### src/rtl/gdad_pkg.sv
package gdad_pkg;

  localparam logic [15:0] YEAR_MAX   = 16'hFFFF;
  localparam int          MOD_STEPS  = 8;    // 400 << 7 is the largest power-of-two multiple of 400 below 2^16
  localparam int          SHIFT_W    = $clog2(MOD_STEPS);
  localparam logic [8:0]  LEAP_CYCLE = 9'd400;
  localparam logic [3:0]  MONTH_JAN  = 4'd1;
  localparam logic [3:0]  MONTH_FEB  = 4'd2;
  localparam logic [3:0]  MONTH_DEC  = 4'd12;
  localparam logic [4:0]  DAY_LAST   = 5'd31;

  typedef enum logic {
    SEL_MOD,
    SEL_WALK
  } sub_sel_e;

  typedef struct packed {
    sub_sel_e             sel;
    logic [SHIFT_W-1:0]   shift;
  } sub_ctrl_t;

  // Month length; codes 0 and 13..15 follow the same alternating pattern.
  function automatic logic [4:0] month_len(input logic [3:0] m, input logic leap);
    logic [4:0] len;
    case (m)
      4'd1, 4'd3, 4'd5, 4'd7, 4'd8, 4'd10, 4'd12, 4'd14: len = 5'd31;
      4'd2:    len = leap ? 5'd29 : 5'd28;
      default: len = 5'd30;
    endcase
    return len;
  endfunction

endpackage

### src/rtl/gregorian_date_add_days.sv
// Gregorian date advance: adds days_to_add_i to a start date, one month per cycle.
// The year is first reduced mod 400 by shift-and-subtract, then the date walks month by month
// and ends with one final compare; done_o pulses the cycle after.
// Throughput: one item at a time; busy is high from acceptance until done_o pulses.
// All time is spent in the shared subtractor. The receiver cannot stall.
// Reset (rst_ni low, async) returns the sequencer to idle and clears done_o.
module gregorian_date_add_days
  import gdad_pkg::*;
(
  input  logic        clk_i,
  input  logic        rst_ni,
  input  logic        start,
  output logic        busy,
  input  logic [4:0]  start_day_i,
  input  logic [3:0]  start_month_i,
  input  logic [15:0] start_year_i,
  input  logic [15:0] days_to_add_i,
  output logic        done_o,
  output logic [4:0]  result_day_o,
  output logic [3:0]  result_month_o,
  output logic [15:0] result_year_o,
  output logic        year_overflow_o
);

  localparam logic [1:0] ST_IDLE = 2'd0;
  localparam logic [1:0] ST_MOD  = 2'd1;
  localparam logic [1:0] ST_WALK = 2'd2;

  logic [1:0]         state_q, state_d;
  logic [SHIFT_W-1:0] shift_q, shift_d;
  logic               done_q, done_d;

  // working item
  logic [16:0] day_q, day_d;
  logic [3:0]  month_q, month_d;
  logic [15:0] year_q, year_d;
  logic [15:0] rem_q, rem_d;      // year mod 400 once reduction is done

  // result registers
  logic [4:0]  res_day_q, res_day_d;
  logic [3:0]  res_month_q, res_month_d;
  logic [15:0] res_year_q, res_year_d;
  logic        res_ovf_q, res_ovf_d;

  sub_ctrl_t   sub_ctrl;
  logic [16:0] sub_diff;
  logic        sub_borrow;
  logic        leap;
  logic [4:0]  mlen;
  logic        step;
  logic [4:0]  month_inc;

  assign busy = (state_q != ST_IDLE);

  // Leap: r == 0, or year divisible by 4 and r not a multiple of 100.
  assign leap = (rem_q[8:0] == 9'd0) ||
                ((year_q[1:0] == 2'd0) && (rem_q[8:0] != 9'd100) &&
                 (rem_q[8:0] != 9'd200) && (rem_q[8:0] != 9'd300));
  assign mlen = month_len(month_q, leap && (month_q == MONTH_FEB));

  assign sub_ctrl.sel   = (state_q == ST_MOD) ? SEL_MOD : SEL_WALK;
  assign sub_ctrl.shift = shift_q;

  gdad_sub_unit u_sub (
    .ctrl_i   (sub_ctrl),
    .rem_i    (rem_q),
    .day_i    (day_q),
    .mlen_i   (mlen),
    .diff_o   (sub_diff),
    .borrow_o (sub_borrow)
  );

  // day > month length
  assign step      = !sub_borrow && (sub_diff != 17'd0);
  assign month_inc = {1'b0, month_q} + 5'd1;

  always_comb begin
    state_d     = state_q;
    shift_d     = shift_q;
    done_d      = 1'b0;
    day_d       = day_q;
    month_d     = month_q;
    year_d      = year_q;
    rem_d       = rem_q;
    res_day_d   = res_day_q;
    res_month_d = res_month_q;
    res_year_d  = res_year_q;
    res_ovf_d   = res_ovf_q;
    case (state_q)
      ST_IDLE: begin
        if (start) begin
          day_d   = {12'd0, start_day_i} + {1'b0, days_to_add_i};
          month_d = start_month_i;
          year_d  = start_year_i;
          rem_d   = start_year_i;
          shift_d = SHIFT_W'(MOD_STEPS - 1);
          state_d = ST_MOD;
        end
      end
      ST_MOD: begin
        if (!sub_borrow) begin
          rem_d = sub_diff[15:0];
        end
        shift_d = shift_q - 1'b1;
        if (shift_q == '0) begin
          state_d = ST_WALK;
        end
      end
      ST_WALK: begin
        if (step) begin
          day_d = sub_diff;
          if (month_inc > {1'b0, MONTH_DEC}) begin
            if (year_q == YEAR_MAX) begin
              // walked past the last representable December: saturate
              res_day_d   = DAY_LAST;
              res_month_d = MONTH_DEC;
              res_year_d  = YEAR_MAX;
              res_ovf_d   = 1'b1;
              done_d      = 1'b1;
              state_d     = ST_IDLE;
            end else begin
              month_d = MONTH_JAN;
              year_d  = year_q + 16'd1;
              rem_d   = (rem_q[8:0] == LEAP_CYCLE - 9'd1) ? 16'd0 : rem_q + 16'd1;
            end
          end else begin
            month_d = month_inc[3:0];
          end
        end else begin
          res_day_d   = day_q[4:0];
          res_month_d = month_q;
          res_year_d  = year_q;
          res_ovf_d   = 1'b0;
          done_d      = 1'b1;
          state_d     = ST_IDLE;
        end
      end
      default: begin
        state_d = ST_IDLE;
      end
    endcase
  end

  always_ff @(posedge clk_i or negedge rst_ni) begin
    if (!rst_ni) begin
      state_q <= ST_IDLE;
      shift_q <= '0;
      done_q  <= 1'b0;
    end else begin
      state_q <= state_d;
      shift_q <= shift_d;
      done_q  <= done_d;
    end
  end

  always_ff @(posedge clk_i) begin
    day_q       <= day_d;
    month_q     <= month_d;
    year_q      <= year_d;
    rem_q       <= rem_d;
    res_day_q   <= res_day_d;
    res_month_q <= res_month_d;
    res_year_q  <= res_year_d;
    res_ovf_q   <= res_ovf_d;
  end

  assign done_o          = done_q;
  assign result_day_o    = res_day_q;
  assign result_month_o  = res_month_q;
  assign result_year_o   = res_year_q;
  assign year_overflow_o = res_ovf_q;

`ifndef NO_ASSERTIONS
  a_done_single : assert property (@(posedge clk_i) disable iff (!rst_ni)
    done_o |=> !done_o) else $error("done_o held longer than one cycle");

  a_done_on_finish : assert property (@(posedge clk_i) disable iff (!rst_ni)
    $fell(busy) |-> done_o) else $error("sequencer finished without a result");

  a_done_idle : assert property (@(posedge clk_i) disable iff (!rst_ni)
    done_o |-> !busy) else $error("result strobed while still busy");

  a_ovf_sat : assert property (@(posedge clk_i) disable iff (!rst_ni)
    (done_o && year_overflow_o) |-> (result_year_o == YEAR_MAX &&
      result_month_o == MONTH_DEC && result_day_o == DAY_LAST))
    else $error("overflow result not saturated");

  a_rem_range : assert property (@(posedge clk_i) disable iff (!rst_ni)
    (state_q == ST_WALK) |-> (rem_q < 16'd400))
    else $error("year remainder out of range");
`endif

endmodule

### src/rtl/gdad_sub_unit.sv
module gdad_sub_unit
  import gdad_pkg::*;
(
  input  sub_ctrl_t   ctrl_i,
  input  logic [15:0] rem_i,
  input  logic [16:0] day_i,
  input  logic [4:0]  mlen_i,
  output logic [16:0] diff_o,
  output logic        borrow_o
);

  logic [16:0] op_a;
  logic [16:0] op_b;
  logic [17:0] sum;

  // Shared subtractor: year reduction mod 400, then day minus month length.
  always_comb begin
    case (ctrl_i.sel)
      SEL_MOD: begin
        op_a = {1'b0, rem_i};
        op_b = {8'd0, LEAP_CYCLE} << ctrl_i.shift;
      end
      default: begin
        op_a = day_i;
        op_b = {12'd0, mlen_i};
      end
    endcase
  end

  assign sum      = {1'b0, op_a} - {1'b0, op_b};
  assign diff_o   = sum[16:0];
  assign borrow_o = sum[17];

endmodule
### config.mk
export PLATFORM = sky130hd
export DESIGN_NAME = gregorian_date_add_days
export DESIGN_NICKNAME = d
export VERILOG_FILES = /design/src/rtl/gdad_pkg.sv /design/src/rtl/gregorian_date_add_days.sv /design/src/rtl/gdad_sub_unit.sv
export SDC_FILE = /design/constraint.sdc
export NUM_CORES = 1
export LEC_CHECK = 0
export BUFFER_PORTS_ARGS = -buffer_cell sky130_fd_sc_hd__buf_2
export CAP_MARGIN = 20
export CORE_UTILIZATION = 28
export DETAILED_ROUTE_END_ITERATION = 7
export GPL_ROUTABILITY_DRIVEN = 0
export SLEW_MARGIN = 5
export SYNTH_ARGS = -nofsm -noshare
export SYNTH_HDL_FRONTEND = slang
export SYNTH_SLANG_ARGS = --single-unit
export TNS_END_PERCENT = 1
### constraint.sdc
create_clock -name clk_i -period 13.9 [get_ports clk_i]
set_input_delay 1.39 -clock clk_i [delete_from_list [all_inputs] [get_ports clk_i]]
set_output_delay 1.39 -clock clk_i [all_outputs]
set_load 0.005 [all_outputs]
==> results, run 1 <==
- The most numerous cell type found on the critical path is sky130_fd_sc_hd__a21oi_1.
- The fraction of registers with async set/reset is 0.0706.
- Dividing the detail-routed wire length by the instance count gives 16.7 um.
- Setup violations remaining at the end of the flow were counted as 0.
- After detailed routing, the number of remaining DRC violations is 0.
- The critical path required time is between 10 and 15 ns.
- In this run the post-CTS setup repair buffer count came out at 0.
- In the final design database the tool counted ~800 nets.
- The type of the tightest min-delay check is reg2reg.
- Setup repair after global routing left no endpoint under its margin.
- In the synthesized netlist, the number of instances is 664.
- In the final timing run, aggregate negative setup slack is 0 ns.
- The data arrival time at the worst-slack endpoint is approximately 6.1 ns.
- The achievable clock frequency is approximately 170 MHz.
- The share of the yosys chip area belonging to registers is 0.410.
- The flow ran to the end, and the final reports show no timing, DRC or antenna violations.
- After layout, the minimum clock period comes to 6.01 ns.
- The floorplan step defined a die boundary enclosing 22500 um^2.
- The actual slew at the worst max-slew pin is 1.08 ns.
- Along the worst hold path, the cell count comes to 1.
- The hold buffer count at CTS is 0.
- The share of the clock period used by the worst path after layout is 0.432.
- The slowest cell on the critical path is sky130_fd_sc_hd__a21oi_1.
- The critical path goes through inv_1 > o21ai_0 > and4_1 > o21ai_0 > a21oi_1 > nor3_1 > nor4_1 > a211oi_1 > ha_1 > fa_1 > or3b_1 > a32o_1 > o22ai_2 > o221ai_1 > a21oi_1 > nor4b_4 > a21o_4 > a21oi_1 > buf_4.
- Leaving out fill and tap cells, the most frequent cells in the layout are sky130_fd_sc_hd__edfxtp_1, sky130_fd_sc_hd__nor2_1, sky130_fd_sc_hd__buf_2.
- Broken down by cell family, the worst path's largest delay share belongs to compound AO/OA/AOI/OAI gates.
- The total length of routed wires is 16700 um.
- The total clock sinks is 85.
- The final-report max-slew violation count was 0.
- The final number of hold-violating endpoints is 0.
- The number of antenna violations at the first check in global routing is 0.
- The routed layout has 5149 vias.
- The startpoint type of the worst setup path is a flop.
- The initial utilization of the core area, before any placement, comes to 0.289.
- In this run the critical register-to-register path is launched from rem_q[3].
- The end of the worst register-to-register path is day_q[4].
- The count of cell types in the netlist is 57.
- The number of enable flip-flop cells after synthesis is 79.
- The slack of the worst reg-to-reg path is 7.89 ns.
- The share of layout cells above drive strength 1 is 0.162.
- The number of H-tree levels is 3.
- The CTS buffer count is 9.
- The worst hold path endpoint is result_day_o[4].
- The number of top-level design ports is 72.
- The most used flip-flop cell after synthesis is sky130_fd_sc_hd__edfxtp_1.
- The worst register-to-register path has a depth of 19.
- The largest single stage delay on the critical path is approximately 0.90 ns.
- The number of nets in the synthesized netlist is 746.
- The region available for standard cell placement spans 21300 um^2.
- The global-route congestion overflow total is 0.
- In this run the clock root is driven by a sky130_fd_sc_hd__clkbuf_16.
- Measured against its own limit, the worst slew margin works out to 0.281.
- Input and output buffers added on the ports amount to 71.
- The first detailed-routing pass took 6 iterations.
- The number of fill cells in the layout is 2224.
- After clock tree synthesis, the clock-pin slew on the worst setup and hold paths is 0.06 ns.
- TritonCTS built the clock tree.
- The die is approximately 150 um tall.
- The number of antenna cells inserted is 0.
- The aggregate global-route resource usage is 0.153.
- The count of nets left with antenna violations after detail routing is 0.
- Leaving out fill and tap cells, the most frequent cell in the layout is sky130_fd_sc_hd__edfxtp_1.
- Between clock sinks in the finished design, the worst skew comes to 0.00987 ns.
- The yosys synthesis warning count is 0.
- Entering global routing, the biggest net connects 71 pins.
- The initialized floorplan defines 53 standard-cell rows.
- The critical path is of the reg2reg type.
- The total buffers and inverters traversed by the critical path is 2.
- The number of max-cap violations is 0.
- In this run, synthesis produced a sequential element count of between 80 and 90.
- The number of global-route vias before repair was around 4800.
- Averaged over all synthesized cells, the footprint is slightly above 9 um^2.
- The wire-length estimate of the detail-placed layout is 12600 um.
- The average via count per standard cell is 5.15.
- The count of instances resized after the clock tree is built is 0.
- The width of the chip is 150 um.
- After the first detailed-routing iteration, the DRC count stood at 491.
- Along the worst path, the maximum fanout reaches 32.
- The clock passes through at most 2 buffers.
- The startpoint identified for the worst hold timing path is day_q[4].
- The endpoint type of the worst setup path is a flop.
- Relative to the synthesized area, the layout overhead comes to 14.6%.
- The synthesized netlist occupies a cell area of about 6000 um^2.
- The global-route wire length before repair is roughly 26000 um.
- The clock latency reported for the late side of the worst-skew pair is 0.36 ns.
==> flip-flops by register name, summed over array words and instances (netlist names) <==
signal	count
month_q	4
result_day_o	5
shift_q	3
year_overflow_o	1
result_month_o	4
year_q	16
day_q	17
result_year_o	16
rem_q	16
state_q	2
done_o	1
==> synth_stat cells (6+ instances only) <==
| master | instances | share of area |
|---|---|---|
| sky130_fd_sc_hd__a21o_1 | 6 | 0.0073 |
| sky130_fd_sc_hd__nand2_1 | 55 | 0.034 |
| sky130_fd_sc_hd__a21oi_1 | 68 | 0.055 |
| sky130_fd_sc_hd__buf_1 | 7 | 0.0043 |
| sky130_fd_sc_hd__nand2b_1 | 25 | 0.025 |
| sky130_fd_sc_hd__nor2b_1 | 6 | 0.0061 |
| sky130_fd_sc_hd__xnor2_1 | 26 | 0.037 |
| sky130_fd_sc_hd__o21ai_0 | 30 | 0.024 |
| sky130_fd_sc_hd__nor3_1 | 14 | 0.011 |
| sky130_fd_sc_hd__dfrtp_1 | 6 | 0.024 |
| sky130_fd_sc_hd__xor2_1 | 28 | 0.040 |
| sky130_fd_sc_hd__edfxtp_1 | 79 | 0.39 |
| sky130_fd_sc_hd__inv_1 | 29 | 0.018 |
| sky130_fd_sc_hd__nor2_1 | 73 | 0.045 |
| sky130_fd_sc_hd__a31oi_1 | 6 | 0.0061 |
| sky130_fd_sc_hd__mux2_2 | 17 | 0.031 |
| sky130_fd_sc_hd__nand3_1 | 31 | 0.025 |
| sky130_fd_sc_hd__ha_1 | 36 | 0.073 |
| sky130_fd_sc_hd__and3_1 | 8 | 0.0081 |
| sky130_fd_sc_hd__nand4_1 | 10 | 0.010 |
| sky130_fd_sc_hd__clkbuf_1 | 23 | 0.014 |
| sky130_fd_sc_hd__o21a_1 | 7 | 0.0086 |
==> worst register-to-register path: stages, from the launching register on <==
cell and delay, ns:
sky130_fd_sc_hd__edfxtp_1 0.52, sky130_fd_sc_hd__inv_1 0.22, sky130_fd_sc_hd__o21ai_0 0.11, sky130_fd_sc_hd__and4_1 0.22, sky130_fd_sc_hd__o21ai_0 0.15, sky130_fd_sc_hd__a21oi_1 0.09
sky130_fd_sc_hd__nor3_1 0.20, sky130_fd_sc_hd__nor4_1 0.07, sky130_fd_sc_hd__a211oi_1 0.42, sky130_fd_sc_hd__ha_1 0.27, sky130_fd_sc_hd__fa_1 0.27, sky130_fd_sc_hd__or3b_1 0.40
sky130_fd_sc_hd__a32o_1 0.29, sky130_fd_sc_hd__o22ai_2 0.23, sky130_fd_sc_hd__o221ai_1 0.25, sky130_fd_sc_hd__a21oi_1 0.34, sky130_fd_sc_hd__nor4b_4 0.10, sky130_fd_sc_hd__a21o_4 0.33
sky130_fd_sc_hd__a21oi_1 0.90, sky130_fd_sc_hd__buf_4 0.34
==> stage by stage <==
stage	setup WS [ns]	cell area, um^2	hold slack [ns]	instances	util
2_1_floorplan	8.84	6150	0.501	664	-
3_3_place_gp	7.90	6740	0.540	982	0.317
3_5_place_dp	7.68	6740	0.555	982	0.317
4_1_cts	7.69	7020	0.569	998	0.330
5_1_grt	7.58	7050	0.594	999	0.331
6_report	7.89	7050	0.564	999	0.331
==> worst max-delay path by stage <==
| stage | start | to | slack, ns | cells after the start |
|---|---|---|---|---|
| 2_1_floorplan | state_q[1] | day_q[0] | 8.84 | 16 |
| 3_3_place_gp | rem_q[3] | result_month_o[2] | 7.90 | 19 |
| 3_5_place_dp | rem_q[3] | result_month_o[3] | 7.68 | 18 |
| 4_1_cts | rem_q[3] | result_month_o[2] | 7.69 | 18 |
| 5_1_grt | rem_q[3] | day_q[6] | 7.58 | 19 |
| 6_report | rem_q[3] | day_q[4] | 7.89 | 19 |
==> kinds of logic (layout without fill, tap and decap cells) <==
logic type,after synthesis,count (layout),share of synthesized area
muxes,22,22,0.0393
DFF,85,85,0.410
xor gates and xnor gates,54,54,0.0770
AOI/OAI and AO/OA,155,155,0.155
and+or+nand+nor,248,248,0.197
adders and majority gates,38,38,0.0798
buffers and inverters,62,122,0.0409
==> area by class of cell <==
cell class	count	area, um^2	area share
Sequential cell	85	2520	0.358
Clock inverter	7	50.0	0.00710
Clock buffer	9	225	0.0320
Inverter	29	109	0.0155
Multi-Input combinational cell	517	3370	0.479
Timing Repair Buffer	77	420	0.0597
Tap cell	275	344	0.0488
==> metal layers <==
layer	track usage	vias up	part of all wire
met3	0.0361	26	0.058
met4	0.0419	0	0.020
met2	0.227	181	0.43
met1	0.221	2422	0.49
li1	-	2520	-
met5	0	-	0
Power of run 1 is not shown: default switching activity piles up to over one toggle a cycle in this logic, so the estimate is an artifact.
==> inputs of run 2 (changes only) <==
ABC_AREA = 1   (was default)
clock period = 5.2 ns   (was 13.9 ns; I/O delays follow)
==> run 2 against run 1 <==
Effect of this change:
- the flow now finishes with violations (DRC)
- synthesized cell count grew 22%
- global-route usage fell by 0.50 points
- cell count rose by 17%
- highest routed layer unchanged
- synthesized area grew 3.0%
- critical path type unchanged
- sequential share of layout area shrank 1.2 points
- register-to-register slack got worse by 6.7 ns
- first-iteration DRC count shrank 18%
- via count grew 7.7%
- design area rose by 3.6%
- critical path depth rose by 4
- non-clock buffer count increased by 3
==> results, run 2 <==
- The most common library cell in the layout ignoring fill and taps is sky130_fd_sc_hd__nand2_1 (was sky130_fd_sc_hd__edfxtp_1).
- The sequential standard cell area is 2520 um^2 (unchanged).
- The startpoint type of the worst setup path is a flop (unchanged).
- The CTS buffer count is 9 (unchanged).
- The share of the yosys chip area belonging to registers is 0.398 (was 0.410).
- The total buffers and inverters traversed by the critical path is 4 (was 2).
- The endpoint type of the worst setup path is a flop (unchanged).
- The shortest clock period the worst path allows after layout is 4.02 ns (was 6.01 ns).
- The fraction of post-synthesis cell area in the top cell type by area was 0.375 (was 0.386).
- The maximum number of pins on one net before global-route repair came to 41 (was 71).
- The final routed DRC violation total is 7 (was 0).
- The number of gates on the worst path with buffers counted is 23 (was 19).
- The predominant post-synthesis flop cell is sky130_fd_sc_hd__edfxtp_1 (unchanged).
- The count of instances resized after the clock tree is built is 0 (unchanged).
- The relative area change from synthesis to final layout is 15.3% (was 14.6%).
- The number of global-route vias before repair came to 5247 (was 4780).
- The aggregate global-route resource usage came to 0.148 (was 0.153).
- The final reports fail on DRC.
- The area enclosed by the die boundary is 23200 um^2 (was 22500 um^2).
- The via count of the routed design is 5546 (was 5149).
- The number of antenna cells inserted was 0 (unchanged).
- The number of buffers added for setup after CTS was 0 (unchanged).
- The leading cell type by number of instances after synthesis was sky130_fd_sc_hd__nand2_1 (was sky130_fd_sc_hd__edfxtp_1).
- The count of nets left with antenna violations after detail routing is 0 (unchanged).
- The data arrival time at the worst-slack endpoint is 4.11 ns (was 6.07 ns).
- Ordered list of cells on the worst path: inv_1 > o22ai_1 > o2111ai_1 > nand2_1 > o21ai_0 > nand2_1 > a21oi_1 > ha_1 > fa_1 > inv_1 > nand3_2 > o21ai_2 > nand2_2 > nand2_1 > nand2_2 > nand2_2 > nand3_2 > nor2_2 > nand4_2 > nand2_2 > buf_4 > inv_2 > or2_1 (was inv_1 > o21ai_0 > and4_1 > o21ai_0 > a21oi_1 > nor3_1 > nor4_1 > a211oi_1 > ha_1 > fa_1 > or3b_1 > a32o_1 > o22ai_2 > o221ai_1 > a21oi_1 > nor4b_4 > a21o_4 > a21oi_1 > buf_4).
- The share of the clock period used by the worst path after layout is 0.772 (was 0.432).
- The global-route congestion overflow total was 0 (unchanged).
- The clock latency reported for the late side of the worst-skew pair is 0.35 ns (was 0.36 ns).
- The depth of the worst register-to-register path is 23 (was 19).
- The number of top-level design ports is 72 (unchanged).
- The total length of routed wires is 16600 um (was 16700 um).
- The final number of hold-violating endpoints is 0 (unchanged).
- The half-perimeter wire length after placement was 13100 um (was 12600 um).
- The hold buffer count at CTS is 1 (was 0).
- The total clock sinks is 85 (unchanged).
- The share of layout cells above drive strength 1 is 0.180 (was 0.162).
- Top cells by area, synth: sky130_fd_sc_hd__edfxtp_1, sky130_fd_sc_hd__nand2_1, sky130_fd_sc_hd__ha_1 (was sky130_fd_sc_hd__edfxtp_1, sky130_fd_sc_hd__ha_1, sky130_fd_sc_hd__a21oi_1).
- The start point of the worst hold path is start_month_i[3] (was day_q[4]).
- The number of optimization iterations in the first detailed-route pass is 7 (was 6).
- The category of cells accounting for the largest share of critical-path delay is simple AND/OR/NAND/NOR gates (was compound AO/OA/AOI/OAI gates).
- Outcome: finished, violations left (was finished clean).
- The multi-input logic area is 3260 um^2 (was 3370 um^2).
- The final-report max-slew violation count came to 0 (unchanged).
- The combined area of all synthesized cells is 6330 um^2 (was 6150 um^2).
- The total number of placement rows came to 54 (was 53).
- The total setup violations reported at the end of the flow came to 0 (unchanged).
- The depth of the worst hold-timing path is 3 (was 1).
- The cell at the root of the clock tree is sky130_fd_sc_hd__clkbuf_16 (unchanged).
- The number of H-tree levels is 3 (unchanged).
- The start-to-end type of the worst setup path was reg2reg (unchanged).
- The worst setup margin is 1.18 ns (was 7.89 ns).
- The flip-flop count of the largest register after layout is 17 (unchanged).
- The cell seen most often among critical-path stages is sky130_fd_sc_hd__nand2_2 (was sky130_fd_sc_hd__a21oi_1).
- The fraction of registers with async set/reset is 0.0706 (unchanged).
- The post-synthesis area per instance is 7.81 um^2 (was 9.26 um^2).
- The top cell type by total area after synthesis is sky130_fd_sc_hd__edfxtp_1 (unchanged).
- The synthesized instance count is 810 (was 664).
- The average wire length per cell after detail routing is 14.3 um (was 16.7 um).
- The initial detailed-routing violation count is 402 (was 491).
- The number of fill cells in the layout is 2383 (was 2224).
- The count of nets after finishing is 961 (was 801).
- The starting density of the core is 0.287 (was 0.289).
- The end of the worst register-to-register path is result_year_o[12] (was day_q[4]).
- The height of the chip came to 152 um (was 150 um).
- The worst slew slack as a fraction of its limit is 0.331 (was 0.281).
- The clock skew after layout is 0.0119 ns (was 0.00987 ns).
- The achievable clock frequency is 249 MHz (was 166 MHz).
- The core box area is 22000 um^2 (was 21300 um^2).
- The global-route wire length before repair is 27000 um (was 26300 um).
- The reg-to-reg startpoint is rem_q[3] (unchanged).
- The post-synthesis register bit count is 85 (unchanged).
- The slowest cell on the critical path was sky130_fd_sc_hd__edfxtp_1 (was sky130_fd_sc_hd__a21oi_1).
- The slack of the worst reg-to-reg path is 1.18 ns (was 7.89 ns).
- The stage delay of the slowest cell on the critical path came to 0.60 ns (was 0.90 ns).
- The clock tree from TritonCTS is done (unchanged).
- The average via count per standard cell is 4.76 (was 5.15).
- The register clock-pin slew on the reported worst setup and hold paths was 0.06 ns (about the same).
- The width of the chip is 152 um (was 150 um).
- The maximum fanout encountered on the critical timing path was 19 (was 32).
- The type of the tightest min-delay check is in2reg (was reg2reg).
- The number of buffers on the longest clock path came to 2 (unchanged).
- The worst hold path endpoint was month_q[3] (was result_day_o[4]).
- The utilization of the core after routing came to 0.331 (about the same).
- The actual slew at the worst max-slew pin is 1.00 ns (was 1.08 ns).
- The count of cell types in the netlist is 48 (was 57).
- The yosys synthesis warning count was 0 (unchanged).
- The register containing the most flip-flops in the final layout is day_q (unchanged).
- Commonest non-fill, non-tap cells in the layout: sky130_fd_sc_hd__nand2_1, sky130_fd_sc_hd__inv_1, sky130_fd_sc_hd__edfxtp_1 (was sky130_fd_sc_hd__edfxtp_1, sky130_fd_sc_hd__nor2_1, sky130_fd_sc_hd__buf_2).
- The post-route setup TNS was 0 ns (unchanged).
- List of most frequent post-synthesis cells: sky130_fd_sc_hd__nand2_1, sky130_fd_sc_hd__inv_1, sky130_fd_sc_hd__edfxtp_1, sky130_fd_sc_hd__nor2_1, sky130_fd_sc_hd__o21ai_0 (was sky130_fd_sc_hd__edfxtp_1, sky130_fd_sc_hd__nor2_1, sky130_fd_sc_hd__a21oi_1, sky130_fd_sc_hd__nand2_1, sky130_fd_sc_hd__ha_1).
- The count of port buffers added during placement is 71 (unchanged).
- The critical path required time is 5.29 ns (was 13.96 ns).
- RSZ-0062 raised after global routing: no (unchanged).
- The number of nets in the synthesized netlist is 892 (was 746).
- The number of enable flip-flop cells after synthesis was 79 (unchanged).
- The number of antenna violations at the first check in global routing is 0 (unchanged).
- The number of max-cap violations is 0 (unchanged).
- The worst slack after detailed placement is 1.22 ns (was 7.68 ns).
-- run 2: cell count changes after synthesis, moves of 23 or more --
cell                       change
sky130_fd_sc_hd__inv_1        +76
sky130_fd_sc_hd__a21oi_1      -34
sky130_fd_sc_hd__nand2_2      +27
sky130_fd_sc_hd__nand2b_1     -25
sky130_fd_sc_hd__o21ai_0      +23
sky130_fd_sc_hd__nand2_1     +156
-- run 2: cells by family after synthesis --
kind of cell	synth area share
AO/OA/AOI/OAI	0.120
XOR/XNOR	0.0180
adder cells (fa/ha/maj)	0.0775
buffers and inverters	0.0876
flip-flops	0.398
multiplexers	0.00158
AND/OR/NAND/NOR	0.297
-- run 2: cell type report --
cell class | count | share of cell area
clock buffer | 10 | 0.0314
clock inverter | 6 | 0.0118
inverter | 114 | 0.0586
multi-input combinational | 589 | 0.446
sequential | 85 | 0.346
tap | 280 | 0.0480
timing repair buffer | 80 | 0.0583
-- run 2: worst reg2reg max path, cell delays in order (launching register included) --
cell and delay [ns]:
sky130_fd_sc_hd__edfxtp_1 0.60, sky130_fd_sc_hd__inv_1 0.14, sky130_fd_sc_hd__o22ai_1 0.19, sky130_fd_sc_hd__o2111ai_1 0.13, sky130_fd_sc_hd__nand2_1 0.08, sky130_fd_sc_hd__o21ai_0 0.08, sky130_fd_sc_hd__nand2_1 0.07, sky130_fd_sc_hd__a21oi_1 0.06
sky130_fd_sc_hd__ha_1 0.22, sky130_fd_sc_hd__fa_1 0.40, sky130_fd_sc_hd__inv_1 0.14, sky130_fd_sc_hd__nand3_2 0.12, sky130_fd_sc_hd__o21ai_2 0.18, sky130_fd_sc_hd__nand2_2 0.07, sky130_fd_sc_hd__nand2_1 0.11, sky130_fd_sc_hd__nand2_2 0.07
sky130_fd_sc_hd__nand2_2 0.08, sky130_fd_sc_hd__nand3_2 0.06, sky130_fd_sc_hd__nor2_2 0.12, sky130_fd_sc_hd__nand4_2 0.10, sky130_fd_sc_hd__nand2_2 0.10, sky130_fd_sc_hd__buf_4 0.30, sky130_fd_sc_hd__inv_2 0.14, sky130_fd_sc_hd__or2_1 0.23
-- run 2: stage by stage --
step,instances,hold WS [ns],cell area [um^2]
after floorplan,810,0.224,6330
after global placement,1147,0.350,6970
after detailed placement,1147,0.351,6970
after CTS,1164,0.450,7300
after global routing,1164,0.480,7300
final,1164,0.456,7300
-- run 2: metal layers --
layer	track usage	wire length (um)
met4	0.0466	217
met2	0.238	7400
met5	0	0
met1	0.206	8050
met3	0.0208	913
-- run 2: how the worst max path moves through the flow --
stage | from | end | slack (ns)
finish | rem_q[3] | result_year_o[12] | 1.18
global route | rem_q[7] | result_year_o[12] | 0.81
CTS | month_q[0] | result_year_o[12] | 1.18
detailed placement | month_q[0] | result_year_o[12] | 1.22
global placement | month_q[0] | result_year_o[8] | 1.35
floorplan | state_q[1] | result_day_o[0] | 0.80
Power of run 2 is left out for the same reason.
==> inputs of run 3 (changes only) <==
ABC_AREA = 0   (was 1)
clock period = 4.1 ns   (was 5.2 ns; I/O delays follow)
==> run 3 against run 2 <==
Effect of this change:
- the flow finishes with violations (setup timing)
- critical endpoint is now year_q[1]
- routed wire length rose by 9.7%
- non-clock buffer count rose by 133
- hold slack got worse by 0.061 ns
- highest routed layer unchanged
- largest cell class unchanged
- count of clock-buffer cells in the layout fell by 1
==> results, run 3 (synthesis results as in run 1) <==
- The worst slew slack as a fraction of its limit is 0.486 (was 0.331).
- RSZ-0062 raised after global routing: yes (was no).
- The width of the chip came to 150 um (was 152 um).
- The clock latency reported for the late side of the worst-skew pair is 0.35 ns (about the same).
- The count of nets left with antenna violations after detail routing is 0 (unchanged).
- The total setup violations reported at the end of the flow is 109 (was 0).
- The core box area was 21300 um^2 (was 22000 um^2).
- The start-to-end type of the worst setup path is reg2reg (unchanged).
- The relative area change from synthesis to final layout is 37.2% (was 15.3%).
- The number of optimization iterations in the first detailed-route pass was 5 (was 7).
- The total number of placement rows is 53 (was 54).
- The half-perimeter wire length after placement came to 13900 um (was 13100 um).
- Outcome: finished, violations left (unchanged).
- The share of layout cells above drive strength 1 was 0.324 (was 0.180).
- The total buffers and inverters traversed by the critical path is 5 (was 4).
- The achievable clock frequency is 224 MHz (was 249 MHz).
- The type of the tightest min-delay check is in2reg (unchanged).
- The maximum number of pins on one net before global-route repair is 71 (was 41).
- The post-route cell area came to 8430 um^2 (was 7300 um^2).
- The final routed DRC violation total came to 0 (was 7).
- The height of the chip was 150 um (was 152 um).
- The share of the clock period used by the worst path after layout was 1.09 (was 0.772).
- The starting density of the core is 0.289 (was 0.287).
- The stage delay of the slowest cell on the critical path is 0.41 ns (was 0.60 ns).
- The slack of the worst reg-to-reg path came to -0.36 ns (was 1.18 ns).
- The register containing the most flip-flops in the final layout is day_q (unchanged).
- Commonest non-fill, non-tap cells in the layout: sky130_fd_sc_hd__buf_4, sky130_fd_sc_hd__edfxtp_1, sky130_fd_sc_hd__nor2_1 (was sky130_fd_sc_hd__nand2_1, sky130_fd_sc_hd__inv_1, sky130_fd_sc_hd__edfxtp_1).
- The cell area reported after detailed placement is 7790 um^2 (was 6970 um^2).
- The number of antenna violations at the first check in global routing is 0 (unchanged).
- The CTS buffer count is 9 (unchanged).
- The average via count per standard cell was 4.98 (was 4.76).
- The clock skew after layout is 0.00966 ns (was 0.0119 ns).
- The clock tree from TritonCTS is done (unchanged).
- The startpoint type of the worst setup path is a flop (unchanged).
- The number of max-cap violations was 0 (unchanged).
- The register clock-pin slew on the reported worst setup and hold paths is 0.06 ns (about the same).
- The depth of the worst hold-timing path is 2 (was 3).
- The actual slew at the worst max-slew pin was 0.771 ns (was 1.00 ns).
- Violated checks: setup timing (was DRC).
- The area enclosed by the die boundary is 22500 um^2 (was 23200 um^2).
- The count of nets after finishing is 937 (was 961).
- The worst setup margin came to -0.364 ns (was 1.18 ns).
- The category of cells accounting for the largest share of critical-path delay is compound AO/OA/AOI/OAI gates (was simple AND/OR/NAND/NOR gates).
- The average wire length per cell after detail routing is 16.0 um (was 14.3 um).
- The flip-flop count of the largest register after layout is 17 (unchanged).
- The global-route wire length before repair is 28400 um (was 27000 um).
- The number of fill cells in the layout is 2109 (was 2383).
- The data arrival time at the worst-slack endpoint was 4.58 ns (was 4.11 ns).
- The shortest clock period the worst path allows after layout is 4.46 ns (was 4.02 ns).
- The final-report max-slew violation count is 0 (unchanged).
- The utilization of the core after routing is 0.396 (was 0.331).
- The number of H-tree levels is 3 (unchanged).
- The depth of the worst register-to-register path is 23 (unchanged).
- The count of port buffers added during placement was 71 (unchanged).
- The number of buffers on the longest clock path is 2 (unchanged).
- The end of the worst register-to-register path is year_q[1] (was result_year_o[12]).
- The global-route congestion overflow total was 0 (unchanged).
- The number of global-route vias before repair is 5304 (was 5247).
- Ordered list of cells on the worst path: inv_2 > ha_4 > o311ai_2 > a21oi_1 > a21oi_1 > nor3_1 > nor4_1 > a211oi_1 > ha_2 > fa_2 > or3b_4 > a32o_2 > buf_4 > nor2_2 > o21ai_1 > o311ai_2 > nand4b_1 > nor4b_4 > a21o_4 > buf_6 > buf_4 > o22ai_4 > clkbuf_16 (was inv_1 > o22ai_1 > o2111ai_1 > nand2_1 > o21ai_0 > nand2_1 > a21oi_1 > ha_1 > fa_1 > inv_1 > nand3_2 > o21ai_2 > nand2_2 > nand2_1 > nand2_2 > nand2_2 > nand3_2 > nor2_2 > nand4_2 > nand2_2 > buf_4 > inv_2 > or2_1).
- The maximum fanout encountered on the critical timing path was 8 (was 19).
- The final number of hold-violating endpoints was 0 (unchanged).
- The number of top-level design ports was 72 (unchanged).
- The aggregate global-route resource usage is 0.166 (was 0.148).
- The initial detailed-routing violation count was 485 (was 402).
- The reg-to-reg startpoint is year_q[0] (was rem_q[3]).
- The endpoint type of the worst setup path is a flop (unchanged).
- The start point of the worst hold path is start_year_i[14] (was start_month_i[3]).
- The via count of the routed design was 5656 (was 5546).
- The total length of routed wires came to 18200 um (was 16600 um).
- The total clock sinks is 85 (unchanged).
- The number of antenna cells inserted is 0 (unchanged).
- The most common library cell in the layout ignoring fill and taps was sky130_fd_sc_hd__buf_4 (was sky130_fd_sc_hd__nand2_1).
- The worst hold path endpoint is rem_q[14] (was month_q[3]).
- The cell at the root of the clock tree is sky130_fd_sc_hd__clkbuf_16 (unchanged).
- The critical path required time is 4.21 ns (was 5.29 ns).
- The launch point of the worst path is year_q[0] (was rem_q[3]).
- The slowest cell on the critical path is sky130_fd_sc_hd__edfxtp_1 (unchanged).
[run 3: cell types whose count changed in the layout (fill, tap and decap cells not counted), moves of 17 or more]
cell	delta
sky130_fd_sc_hd__a21oi_1	+32
sky130_fd_sc_hd__buf_4	+118
sky130_fd_sc_hd__inv_1	-79
sky130_fd_sc_hd__mux2_2	+17
sky130_fd_sc_hd__nand2_1	-156
sky130_fd_sc_hd__nand2_2	-27
sky130_fd_sc_hd__nand2b_1	+25
sky130_fd_sc_hd__o21ai_0	-25
sky130_fd_sc_hd__xnor2_1	+19
sky130_fd_sc_hd__xor2_1	+20
[run 3: worst max path at each step]
stage	end	slack, ns	cells after the start
2_1_floorplan	result_day_o[0]	-0.27	20
3_3_place_gp	result_day_o[1]	-0.40	21
3_5_place_dp	result_day_o[0]	-0.52	21
4_1_cts	rem_q[12]	-0.38	20
5_1_grt	year_q[1]	-0.55	23
6_report	year_q[1]	-0.36	23
[run 3: through the flow]
stage	setup slack, ns	hold slack, ns	setup TNS, ns	std cells
finish	-0.364	0.395	-28.66	1135
global route	-0.548	0.384	-48.13	1135
CTS	-0.376	0.372	-36.56	1127
detailed placement	-0.518	0.240	-46.35	1102
global placement	-0.401	0.241	-34.17	1102
floorplan	-0.267	0.114	-17.80	664
[run 3: layer usage]
layer | global-route usage | up-vias | share of wire
met5 | 0 | - | 0
met4 | 0.0561 | 0 | 0.033
met3 | 0.0303 | 27 | 0.065
met2 | 0.265 | 205 | 0.45
met1 | 0.226 | 2637 | 0.45
li1 | - | 2787 | -
[run 3: layout make-up]
cell class	count	area (um^2)	area share
well taps	275	344	0.0408
clock buffers	9	225	0.0267
multi-input cells	517	3550	0.421
inverters	29	109	0.0129
clock inverters	7	80.1	0.00950
repair buffers	213	1600	0.189
flip-flops and latches	85	2520	0.299
[run 3: what timing repair did]
| action | 4_1_cts | 5_1_grt |
|---|---|---|
| hold endpoints to repair | 6 | 0 |
| pin swaps | 12 | 14 |
| endpoints found under the setup margin | 109 | 111 |
| buffers inserted | 7 | 6 |
| hold buffers | 1 | 0 |
| gates resized for setup | 20 | 6 |
| gates cloned | 1 | 1 |
Power of run 3 is left out for the same reason.
